`src/sv/pfm_pkg.sv`:
```
// Shared types and constants of the pulse flow meter.
package pfm_pkg;

  localparam int CMD_W     = 2;
  localparam int TS_W      = 32;
  localparam int RATE_W    = 20;
  localparam int VOL_W     = 32;
  localparam int TOTAL_W   = 32;
  localparam int CFG_W     = 24;
  localparam int CFG_IDX_W = 3;
  localparam int SCALE_W   = 28;
  localparam int DEN_W     = 48;
  localparam int QUOT_W    = 32;
  localparam int QDEPTH    = 2;

  // 1e6 * 256 for the rate, 1000 * 256 for the volume
  localparam logic [SCALE_W-1:0] RATE_SCALE = 28'd256000000;
  localparam logic [SCALE_W-1:0] VOL_SCALE  = 28'd256000;

  localparam logic [15:0] DEBOUNCE_RST   = 16'd1500;
  localparam logic [15:0] MIN_WINDOW_RST = 16'd500;
  localparam logic [15:0] CAL_RST        = 16'd1920;
  localparam logic [23:0] PPL_RST        = 24'd115200;
  localparam logic [15:0] ZERO_TH_RST    = 16'd50;

  typedef enum logic [CMD_W-1:0] {
    CMD_PULSE  = 2'd0,
    CMD_SAMPLE = 2'd1,
    CMD_CLEAR  = 2'd2
  } cmd_t;

  typedef enum logic [CFG_IDX_W-1:0] {
    REG_DEBOUNCE   = 3'd0,
    REG_MIN_WINDOW = 3'd1,
    REG_CAL        = 3'd2,
    REG_PPL        = 3'd3,
    REG_ZERO_TH    = 3'd4
  } cfg_reg_t;

  typedef struct packed {
    cmd_t            kind;
    logic [TS_W-1:0] ts;
  } item_t;

  typedef struct packed {
    logic [15:0] debounce_us;
    logic [15:0] min_window_ms;
    logic [15:0] cal_q8;
    logic [23:0] ppl_q8;
    logic [15:0] zero_th;
  } cfg_t;

  typedef struct packed {
    logic full;
    logic empty;
  } q_status_t;

  typedef struct packed {
    logic start;
    logic wide;
  } div_req_t;

endpackage

```
`src/sv/pfm_fifo.sv`:
```
// Short queue of classified items between the front and back parts.
module pfm_fifo (
  input  logic               clk,
  input  logic               rst,
  input  logic               push,
  input  pfm_pkg::item_t     push_item,
  input  logic               pop,
  output pfm_pkg::item_t     head,
  output pfm_pkg::q_status_t status
);

  localparam int PTR_W = (pfm_pkg::QDEPTH > 1) ? $clog2(pfm_pkg::QDEPTH) : 1;
  localparam int CNT_W = $clog2(pfm_pkg::QDEPTH + 1);

  pfm_pkg::item_t   mem [pfm_pkg::QDEPTH];
  logic [PTR_W-1:0] wr_ptr;
  logic [PTR_W-1:0] rd_ptr;
  logic [CNT_W-1:0] count;

  always_ff @(posedge clk) begin
    if (push) begin
      mem[wr_ptr] <= push_item;
    end
  end

  always_ff @(posedge clk) begin
    if (rst) begin
      wr_ptr <= '0;
      rd_ptr <= '0;
      count  <= '0;
    end else begin
      if (push) begin
        wr_ptr <= (wr_ptr == PTR_W'(pfm_pkg::QDEPTH - 1)) ? '0 : wr_ptr + 1'b1;
      end
      if (pop) begin
        rd_ptr <= (rd_ptr == PTR_W'(pfm_pkg::QDEPTH - 1)) ? '0 : rd_ptr + 1'b1;
      end
      case ({push, pop})
        2'b10:   count <= count + 1'b1;
        2'b01:   count <= count - 1'b1;
        default: count <= count;
      endcase
    end
  end

  assign head         = mem[rd_ptr];
  assign status.full  = (count == CNT_W'(pfm_pkg::QDEPTH));
  assign status.empty = (count == '0);

endmodule

```
`src/sv/pfm_div.sv`:
```
// Iterative restoring divider with a saturating 20- or 32-bit quotient.
module pfm_div #(
  parameter int NUM_W = 60
) (
  input  logic                       clk,
  input  logic                       rst,
  input  pfm_pkg::div_req_t          req,
  input  logic [NUM_W-1:0]           num,
  input  logic [pfm_pkg::DEN_W-1:0]  den,
  output logic                       done,
  output logic [pfm_pkg::QUOT_W-1:0] quot
);

  localparam int DW    = pfm_pkg::DEN_W;
  localparam int QW    = pfm_pkg::QUOT_W;
  localparam int RW    = pfm_pkg::RATE_W;
  localparam int CMP_W = (NUM_W > DW + QW) ? NUM_W : DW + QW;
  localparam int EXT_W = (NUM_W > DW) ? NUM_W : DW;
  localparam int CNT_W = $clog2(QW + 1);

  typedef enum logic {D_IDLE, D_RUN} dstate_t;

  dstate_t          state;
  logic [DW-1:0]    den_r;
  logic [DW-1:0]    rem;
  logic [QW-1:0]    low;
  logic [CNT_W-1:0] cnt;

  logic [CMP_W-1:0] num_cmp;
  logic [CMP_W-1:0] den_lim;
  logic             overflow;
  logic [EXT_W-1:0] num_ext;
  logic [EXT_W-1:0] rem_wide;
  logic [QW-1:0]    low_init;
  logic [QW-1:0]    qmax;
  logic [DW:0]      trial;
  logic [DW:0]      diff;
  logic             fits;

  always_comb begin
    num_cmp  = CMP_W'(num);
    den_lim  = req.wide ? (CMP_W'(den) << QW) : (CMP_W'(den) << RW);
    // quotient would not fit the requested width
    overflow = (num_cmp >= den_lim);
    num_ext  = EXT_W'(num);
    rem_wide = req.wide ? (num_ext >> QW) : (num_ext >> RW);
    low_init = req.wide ? num[QW-1:0] : {num[RW-1:0], {(QW - RW){1'b0}}};
    qmax     = req.wide ? '1 : QW'({RW{1'b1}});
    trial    = {rem, low[QW-1]};
    diff     = trial - {1'b0, den_r};
    fits     = (trial >= {1'b0, den_r});
  end

  always_ff @(posedge clk) begin
    if (rst) begin
      state <= D_IDLE;
      done  <= 1'b0;
    end else begin
      case (state)
        D_IDLE: begin
          if (req.start) begin
            den_r <= den;
            if (den == '0) begin
              quot <= (num != '0) ? qmax : '0;
              done <= 1'b1;
            end else if (overflow) begin
              quot <= qmax;
              done <= 1'b1;
            end else begin
              done  <= 1'b0;
              rem   <= rem_wide[DW-1:0];
              low   <= low_init;
              quot  <= '0;
              cnt   <= req.wide ? CNT_W'(QW) : CNT_W'(RW);
              state <= D_RUN;
            end
          end else begin
            done <= 1'b0;
          end
        end
        D_RUN: begin
          rem  <= fits ? diff[DW-1:0] : trial[DW-1:0];
          low  <= {low[QW-2:0], 1'b0};
          quot <= {quot[QW-2:0], fits};
          cnt  <= cnt - 1'b1;
          done <= (cnt == CNT_W'(1));
          if (cnt == CNT_W'(1)) begin
            state <= D_IDLE;
          end
        end
        default: begin
          done  <= 1'b0;
          state <= D_IDLE;
        end
      endcase
    end
  end

endmodule

```
`src/sv/pfm_back.sv`:
```
// Back part: counters, window closing, rate and volume computation, result register.
module pfm_back #(
  parameter int COUNT_BITS = 32
) (
  input  logic                        clk,
  input  logic                        rst,
  input  pfm_pkg::cfg_t               cfg,
  input  pfm_pkg::item_t              head,
  input  pfm_pkg::q_status_t          qs,
  output logic                        pop,
  output logic                        out_valid,
  input  logic                        out_stall,
  output logic [pfm_pkg::RATE_W-1:0]  flow_rate_mlpm,
  output logic [pfm_pkg::VOL_W-1:0]   volume_ml,
  output logic                        rate_updated,
  output logic [pfm_pkg::TOTAL_W-1:0] total_pulse_count
);

  localparam int SW     = pfm_pkg::SCALE_W;
  localparam int DW     = pfm_pkg::DEN_W;
  localparam int TSW    = pfm_pkg::TS_W;
  localparam int RW     = pfm_pkg::RATE_W;
  localparam int TOTW   = pfm_pkg::TOTAL_W;
  localparam int HALF   = (COUNT_BITS + 1) / 2;
  localparam int PROD_W = HALF + SW;
  localparam int NUM_W  = COUNT_BITS + SW;
  localparam int TW     = (COUNT_BITS > TOTW) ? COUNT_BITS : TOTW;

  typedef enum logic [2:0] {
    S_IDLE, S_MUL_LO, S_MUL_HI, S_MUL_SUM, S_DIV_WAIT, S_DONE
  } bstate_t;

  bstate_t                state;
  logic [COUNT_BITS-1:0]  window_pulses;
  logic [COUNT_BITS-1:0]  total_pulses;
  logic [TSW-1:0]         last_pulse_us;
  logic [TSW-1:0]         last_sample_ms;
  logic [RW-1:0]          held_rate;
  logic                   updated;
  logic                   vol_phase;
  logic [COUNT_BITS-1:0]  mul_op;
  logic [TSW-1:0]         elapsed_r;
  logic [PROD_W-1:0]      prod_lo;
  logic [PROD_W-1:0]      prod_hi;
  logic [NUM_W-1:0]       num_r;
  logic [DW-1:0]          den_r;
  logic [pfm_pkg::VOL_W-1:0] vol_r;
  pfm_pkg::div_req_t      div_req;

  logic                   div_done;
  logic [pfm_pkg::QUOT_W-1:0] quot;

  logic [TSW-1:0]         pulse_gap;
  logic [TSW-1:0]         elapsed;
  logic [COUNT_BITS:0]    total_sum;
  logic [SW-1:0]          mul_k;
  logic [PROD_W-1:0]      mul_lo;
  logic [PROD_W-1:0]      mul_hi;
  logic [DW-1:0]          den_rate;
  logic [RW-1:0]          rate_val;
  logic [TW-1:0]          total_ext;
  logic [TOTW-1:0]        total_sat;

  always_comb begin
    pop       = (state == S_IDLE) && !qs.empty;
    pulse_gap = head.ts - last_pulse_us;
    elapsed   = head.ts - last_sample_ms;
    total_sum = {1'b0, total_pulses} + {1'b0, window_pulses};
    mul_k     = vol_phase ? pfm_pkg::VOL_SCALE : pfm_pkg::RATE_SCALE;
    mul_lo    = PROD_W'(mul_op[HALF-1:0]) * PROD_W'(mul_k);
    mul_hi    = PROD_W'(mul_op[COUNT_BITS-1:HALF]) * PROD_W'(mul_k);
    den_rate  = DW'(elapsed_r) * DW'(cfg.cal_q8);
    rate_val  = (quot[RW-1:0] < RW'(cfg.zero_th)) ? '0 : quot[RW-1:0];
    total_ext = TW'(total_pulses);
    total_sat = (total_ext > TW'({TOTW{1'b1}})) ? '1 : total_ext[TOTW-1:0];
  end

  always_ff @(posedge clk) begin
    if (rst) begin
      state          <= S_IDLE;
      window_pulses  <= '0;
      total_pulses   <= '0;
      last_pulse_us  <= '0;
      last_sample_ms <= '0;
      held_rate      <= '0;
      div_req        <= '0;
      out_valid      <= 1'b0;
    end else begin
      div_req.start <= (state == S_MUL_SUM);
      if (state == S_DONE && (!out_valid || !out_stall)) begin
        out_valid <= 1'b1;
      end else if (out_valid && !out_stall) begin
        out_valid <= 1'b0;
      end
      case (state)
        S_IDLE: begin
          if (!qs.empty) begin
            case (head.kind)
              pfm_pkg::CMD_PULSE: begin
                if (pulse_gap >= TSW'(cfg.debounce_us)) begin
                  last_pulse_us <= head.ts;
                  if (window_pulses != '1) begin
                    window_pulses <= window_pulses + 1'b1;
                  end
                end
              end
              pfm_pkg::CMD_CLEAR: begin
                total_pulses <= '0;
              end
              pfm_pkg::CMD_SAMPLE: begin
                state <= S_MUL_LO;
                if (elapsed >= TSW'(cfg.min_window_ms)) begin
                  // close the window: rate first, then volume
                  updated        <= 1'b1;
                  vol_phase      <= 1'b0;
                  mul_op         <= window_pulses;
                  window_pulses  <= '0;
                  last_sample_ms <= head.ts;
                  total_pulses   <= total_sum[COUNT_BITS] ? '1
                                                          : total_sum[COUNT_BITS-1:0];
                  elapsed_r      <= (elapsed == '0) ? TSW'(1) : elapsed;
                end else begin
                  updated   <= 1'b0;
                  vol_phase <= 1'b1;
                  mul_op    <= total_pulses;
                end
              end
              default: ;
            endcase
          end
        end
        S_MUL_LO: begin
          prod_lo <= mul_lo;
          den_r   <= vol_phase ? DW'(cfg.ppl_q8) : den_rate;
          state   <= S_MUL_HI;
        end
        S_MUL_HI: begin
          prod_hi <= mul_hi;
          state   <= S_MUL_SUM;
        end
        S_MUL_SUM: begin
          num_r        <= NUM_W'(prod_lo) + (NUM_W'(prod_hi) << HALF);
          div_req.wide <= vol_phase;
          state        <= S_DIV_WAIT;
        end
        S_DIV_WAIT: begin
          if (div_done) begin
            if (!vol_phase) begin
              held_rate <= rate_val;
              vol_phase <= 1'b1;
              mul_op    <= total_pulses;
              state     <= S_MUL_LO;
            end else begin
              vol_r <= quot;
              state <= S_DONE;
            end
          end
        end
        S_DONE: begin
          if (!out_valid || !out_stall) begin
            flow_rate_mlpm    <= held_rate;
            volume_ml         <= vol_r;
            rate_updated      <= updated;
            total_pulse_count <= total_sat;
            state             <= S_IDLE;
          end
        end
        default: state <= S_IDLE;
      endcase
    end
  end

  pfm_div #(
    .NUM_W(NUM_W)
  ) u_div (
    .clk  (clk),
    .rst  (rst),
    .req  (div_req),
    .num  (num_r),
    .den  (den_r),
    .done (div_done),
    .quot (quot)
  );

endmodule

```
`src/sv/pulse_flow_meter.sv`:
```
// Pulse flow meter top level: configuration registers, item classifier, queue, back part.
//
// Input channel (in_valid / in_stall): one transaction per command. cmd 0 carries a
// pulse edge with pulse_time_us, cmd 1 a sample request with sample_time_ms, cmd 2
// clears the total count. Code 3 is accepted and dropped. The front classifies each
// transaction into a two-entry queue and stalls only when that queue is full.
// Output channel (out_valid / out_stall): one result per sample request, carrying rate,
// volume, the rate_updated flag and the total count.
// Processing: pulse and clear commands are handled as they leave the queue. A sample
// request that closes a window computes the rate and then the volume (two multiplies,
// each split into low, high and sum steps, a 20-step rate divide and a 32-step volume
// divide on one shared restoring divider); a short window computes the volume only.
// The divider sets the sample rate.
// When the receiver stalls, the result is held in the output register; the back part
// keeps taking pulse and clear commands and waits only when a second result is ready.
// Reset (rst, synchronous) loads the register defaults, clears counters, timestamps,
// held rate and the queue. The user must write configuration (cfg_write / cfg_index /
// cfg_data) only while no transaction is in flight; the block itself does not enforce it.
module pulse_flow_meter #(
  parameter int COUNT_BITS = 32
) (
  input  logic                          clk,
  input  logic                          rst,
  input  logic                          in_valid,
  output logic                          in_stall,
  input  logic [pfm_pkg::CMD_W-1:0]     cmd,
  input  logic [pfm_pkg::TS_W-1:0]      pulse_time_us,
  input  logic [pfm_pkg::TS_W-1:0]      sample_time_ms,
  output logic                          out_valid,
  input  logic                          out_stall,
  output logic [pfm_pkg::RATE_W-1:0]    flow_rate_mlpm,
  output logic [pfm_pkg::VOL_W-1:0]     volume_ml,
  output logic                          rate_updated,
  output logic [pfm_pkg::TOTAL_W-1:0]   total_pulse_count,
  input  logic                          cfg_write,
  input  logic [pfm_pkg::CFG_IDX_W-1:0] cfg_index,
  input  logic [pfm_pkg::CFG_W-1:0]     cfg_data
);

  pfm_pkg::cfg_t      cfg;
  pfm_pkg::item_t     push_item;
  pfm_pkg::item_t     head;
  pfm_pkg::q_status_t qs;
  logic               push;
  logic               known_cmd;
  logic               pop;

  always_ff @(posedge clk) begin
    if (rst) begin
      cfg.debounce_us   <= pfm_pkg::DEBOUNCE_RST;
      cfg.min_window_ms <= pfm_pkg::MIN_WINDOW_RST;
      cfg.cal_q8        <= pfm_pkg::CAL_RST;
      cfg.ppl_q8        <= pfm_pkg::PPL_RST;
      cfg.zero_th       <= pfm_pkg::ZERO_TH_RST;
    end else if (cfg_write) begin
      case (cfg_index)
        pfm_pkg::REG_DEBOUNCE:   cfg.debounce_us   <= cfg_data[15:0];
        pfm_pkg::REG_MIN_WINDOW: cfg.min_window_ms <= cfg_data[15:0];
        pfm_pkg::REG_CAL:        cfg.cal_q8        <= cfg_data[15:0];
        pfm_pkg::REG_PPL:        cfg.ppl_q8        <= cfg_data[23:0];
        pfm_pkg::REG_ZERO_TH:    cfg.zero_th       <= cfg_data[15:0];
        default: ;
      endcase
    end
  end

  // classify: pick the timestamp that goes with the command, drop the unused code
  always_comb begin
    known_cmd      = 1'b1;
    push_item.kind = pfm_pkg::CMD_PULSE;
    push_item.ts   = pulse_time_us;
    case (cmd)
      pfm_pkg::CMD_PULSE: begin
        push_item.kind = pfm_pkg::CMD_PULSE;
        push_item.ts   = pulse_time_us;
      end
      pfm_pkg::CMD_SAMPLE: begin
        push_item.kind = pfm_pkg::CMD_SAMPLE;
        push_item.ts   = sample_time_ms;
      end
      pfm_pkg::CMD_CLEAR: begin
        push_item.kind = pfm_pkg::CMD_CLEAR;
        push_item.ts   = sample_time_ms;
      end
      default: known_cmd = 1'b0;
    endcase
  end

  assign in_stall = qs.full;
  assign push     = in_valid && !qs.full && known_cmd;

  pfm_fifo u_fifo (
    .clk       (clk),
    .rst       (rst),
    .push      (push),
    .push_item (push_item),
    .pop       (pop),
    .head      (head),
    .status    (qs)
  );

  pfm_back #(
    .COUNT_BITS(COUNT_BITS)
  ) u_back (
    .clk               (clk),
    .rst               (rst),
    .cfg               (cfg),
    .head              (head),
    .qs                (qs),
    .pop               (pop),
    .out_valid         (out_valid),
    .out_stall         (out_stall),
    .flow_rate_mlpm    (flow_rate_mlpm),
    .volume_ml         (volume_ml),
    .rate_updated      (rate_updated),
    .total_pulse_count (total_pulse_count)
  );

endmodule

```
`config.mk`:
```
export PLATFORM = sky130hd
export DESIGN_NAME = pulse_flow_meter
export DESIGN_NICKNAME = d
export VERILOG_FILES = /design/src/sv/pfm_pkg.sv /design/src/sv/pfm_fifo.sv /design/src/sv/pfm_div.sv /design/src/sv/pfm_back.sv /design/src/sv/pulse_flow_meter.sv
export SDC_FILE = /design/constraint.sdc
export NUM_CORES = 2
export LEC_CHECK = 0
export BUFFER_PORTS_ARGS = -buffer_cell sky130_fd_sc_hd__buf_2
export CORE_UTILIZATION = 25
export CTS_CLUSTER_SIZE = 16
export DETAILED_ROUTE_END_ITERATION = 6
export GPL_ROUTABILITY_DRIVEN = 0
export PLACE_DENSITY = 0.5
export SETUP_SLACK_MARGIN = 0.2
export SKIP_CTS_REPAIR_TIMING = 1
export SLEW_MARGIN = 15
export SYNTH_ARGS = -nofsm -noshare
export SYNTH_HDL_FRONTEND = slang
export SYNTH_HIERARCHICAL = 1
export SYNTH_SLANG_ARGS = --single-unit
```
`constraint.sdc`:
```
create_clock -name clk -period 13.1 [get_ports clk]
set_input_delay 2.62 -clock clk [delete_from_list [all_inputs] [get_ports clk]]
set_output_delay 2.62 -clock clk [all_outputs]
set_load 0.005 [all_outputs]
```
==> flow_summary.yaml <==
timing:
  rsz0062_at_grt: "no"
  worst_pin_slew_ns: 1.15
  period_minus_slack_ns: 8.23
  finalMaxSlewViolations: 0
  finalHoldViolCount: 0
  fin_setup_tns_ns: 0
  clock_skew_ns: 0.0821
  setup_viol: 0
  fmax_ghz: 0.122
  final.period_utilization: 0.628
  slew_headroom: 0.230
critical_path:
  crit_buf_inv: 6
  arrival_ns: 8.66
  cpPeakStageDelay_ns: 1.08
  critPathMaxFanout: 33
  crit_family: "compound AO/OA/AOI/OAI gates"
  rr_endpoint: "u_back/den_r[46]$_SDFFCE_PP0P_"
  required_ns: 13.53
  slowest_stage: "dfxtp_1"
  end_kind: "flop"
  r2r_cells: 25
  crit_top_cell: "inv_1"
  critPathLaunchType: "flop"
  r2r-start: "cfg[45]$_SDFFE_PP0P_"
  r2r_slack_ns: 4.87
  critical_path_class: "reg -> reg"
routing:
  drtIter0Drc: 3110
  drc: 2
  drtAntennaViolNets: 0
  dr.pass1.iters: 7
  routed_wl_um: 186000
  routed-via-count: 49228
  vias_per_cell: 4.51
  wl_per_cell_um: 17.0
synthesis:
  yosysWarningCount: 6
  synthTopCellsByCount: "inv_1 (1040), ha_1 (687), fa_1 (643), nand2_1 (604), edfxtp_1 (580)"
  synth_area_um2: 70800
  ys_seq_elements: 829
  yosys.area.top_type: "edfxtp_1"
  synth_edf_count: 580
  synth_area_per_cell_um2: 10.1
  async_flop_share: 0
  synthTopCellsByArea: "edfxtp_1 (25%), fa_1 (18%), ha_1 (12%), dfxtp_1 (7.0%), inv_1 (5.5%)"
  synth_cells: 6986
  yosysMostFrequentCell: "inv_1"
  synth-main-ff-cell: "edfxtp_1"
  yosysTopAreaCellShare: 0.246
  ys_seq_area_frac: 0.316
  yosysUniqueCellTypes: 105
cells_and_area:
  fin_nets: 8514
  drive_above_1_share: 0.0717
  fillCellCount: 29616
  area_growth_pct: 12.2
floorplan:
  dieArea_um2: 285000
  die_x_um: 534
  fp.dieH_um: 534
  start_util: 0.251
  core_um2: 282000
  num_io_pins: 185
  rows: 195
min_path:
  hold_path_class: "reg -> reg"
  holdPathStages: 0
  min_to: "u_back/num_r[11]$_DFFE_PP_"
  min-delay-start: "u_back/prod_lo[11]$_DFFE_PP_"
place:
  port_buffers: 184
  dp_hpwl_um: 144000
clock_tree:
  root_buffer: "clkbuf_16"
  clockBufferDepth: 3
  cts_max_level: 3
  clk_latency_ns: 0.77
  clkSlewWorstSetupHoldPaths_ns: 0.06
  numCtsBuffers: 98
  cts_tree: "yes"
  cts_num_sinks: 829
status:
  violations: "design-rule violations"
  status: "complete, but fails checks"
global_routing:
  grt_pass1_vias: 50154
  grt_pass1_wl_um: 291000
  antenna_found_initial: 4
  grt_max_degree: 175
  track_usage: 0.129
  grt-ovfl-total: 0
run:
  max_cap_violations: 0
[registers in the layout (all words and copies together) (netlist names), 20 cells and up, named ones only]
name / cells
cfg: 88
u_fifo/mem: 68
u_back/num_r: 49
u_back/den_r: 48
u_back/u_div/den_r: 48
u_back/u_div/rem: 48
u_back/prod_hi: 33
u_back/prod_lo: 33
u_back/elapsed_r: 32
u_back/last_pulse_us: 32
u_back/last_sample_ms: 32
u_back/mul_op: 32
u_back/total_ext: 32
u_back/total_pulse_count: 32
u_back/u_div/low: 32
u_back/u_div/quot: 32
u_back/vol_r: 32
u_back/volume_ml: 32
u_back/window_pulses: 32
u_back/flow_rate_mlpm: 20
u_back/held_rate: 20
[stage by stage]
stage | worst slack (ns) | std cells | hold slack [ns] | area [um2] | utilization
2_1_floorplan | 3.24 | 7018 | 0.400 | 70900 | -
6_report | 4.87 | 10918 | 0.416 | 79500 | 0.282
3_5_place_dp | 4.89 | 10726 | 0.405 | 75800 | 0.269
5_1_grt | 4.28 | 10916 | 0.422 | 79500 | 0.282
3_3_place_gp | 4.97 | 10726 | 0.401 | 75800 | 0.269
4_1_cts | 4.81 | 10912 | 0.418 | 79400 | 0.282
[logic make-up after synthesis]
logic type / synth area share
buf+inv: 0.0717
mux: 0.0434
simple gates: 0.130
flops: 0.316
fa+ha+maj: 0.303
xor+xnor: 0.0320
other cells: 0.0000530
compound gates: 0.103
[metal layers]
metal,track usage,part of all wire,vias up
li1,-,-,23739
met1,0.179,0.48,24110
met2,0.205,0.44,1127
met3,0.0201,0.050,250
met4,0.0391,0.029,2
met5,0,0.000054,-
[worst reg2reg max path, delay by kind of cell (launching register included)]
kind | cells | cell delay, ns
adder cells (fa/ha/maj) | 7 | 2.85
flip-flops | 1 | 1.08
AND/OR/NAND/NOR | 2 | 0.34
XOR/XNOR | 1 | 0.19
AO/OA/AOI/OAI | 9 | 3.11
buffers and inverters | 6 | 0.36
[placed cells by master, fill, tap and decap left out, types with 140 or more instances in the layout]
cell type / n
nand2_1: 604
nand2b_1: 156
o21ai_0: 205
inv_1: 1040
a21o_1: 140
xnor2_1: 189
edfxtp_1: 580
dfxtp_1: 243
fa_1: 643
mux2i_1: 228
nor2_1: 322
a21oi_1: 355
ha_1: 687
and2_1: 278
buf_2: 183
[worst max-delay path by stage]
stage / startpoint / to / slack (ns) / depth (start not counted)
after floorplan: rst / u_back/flow_rate_mlpm[0]$_DFFE_PP_ / 3.24 / 3
after detailed placement: cfg[44]$_SDFFE_PP0P_ / u_back/den_r[46]$_SDFFCE_PP0P_ / 4.89 / 24
after global routing: cfg[45]$_SDFFE_PP0P_ / u_back/den_r[46]$_SDFFCE_PP0P_ / 4.28 / 25
after global placement: cfg[45]$_SDFFE_PP0P_ / u_back/den_r[46]$_SDFFCE_PP0P_ / 4.97 / 24
final: cfg[45]$_SDFFE_PP0P_ / u_back/den_r[46]$_SDFFCE_PP0P_ / 4.87 / 25
after CTS: cfg[44]$_SDFFE_PP0P_ / u_back/den_r[46]$_SDFFCE_PP0P_ / 4.81 / 25
[area by class of cell]
| cell class | count | area, um2 | area share |
|---|---|---|---|
| clock buffers | 111 | 2560 | 0.0322 |
| clock inverters | 75 | 993 | 0.0125 |
| diodes | 3 | 7.51 | 0.0000945 |
| repair buffers | 232 | 1340 | 0.0169 |
| well taps | 3743 | 4680 | 0.0589 |
| flip-flops and latches | 829 | 22400 | 0.282 |
| multi-input cells | 4884 | 43600 | 0.548 |
| inverters | 1041 | 3910 | 0.0492 |
Power is not shown: default switching activity piles up to over one toggle a cycle in this logic, so the estimate is an artifact.
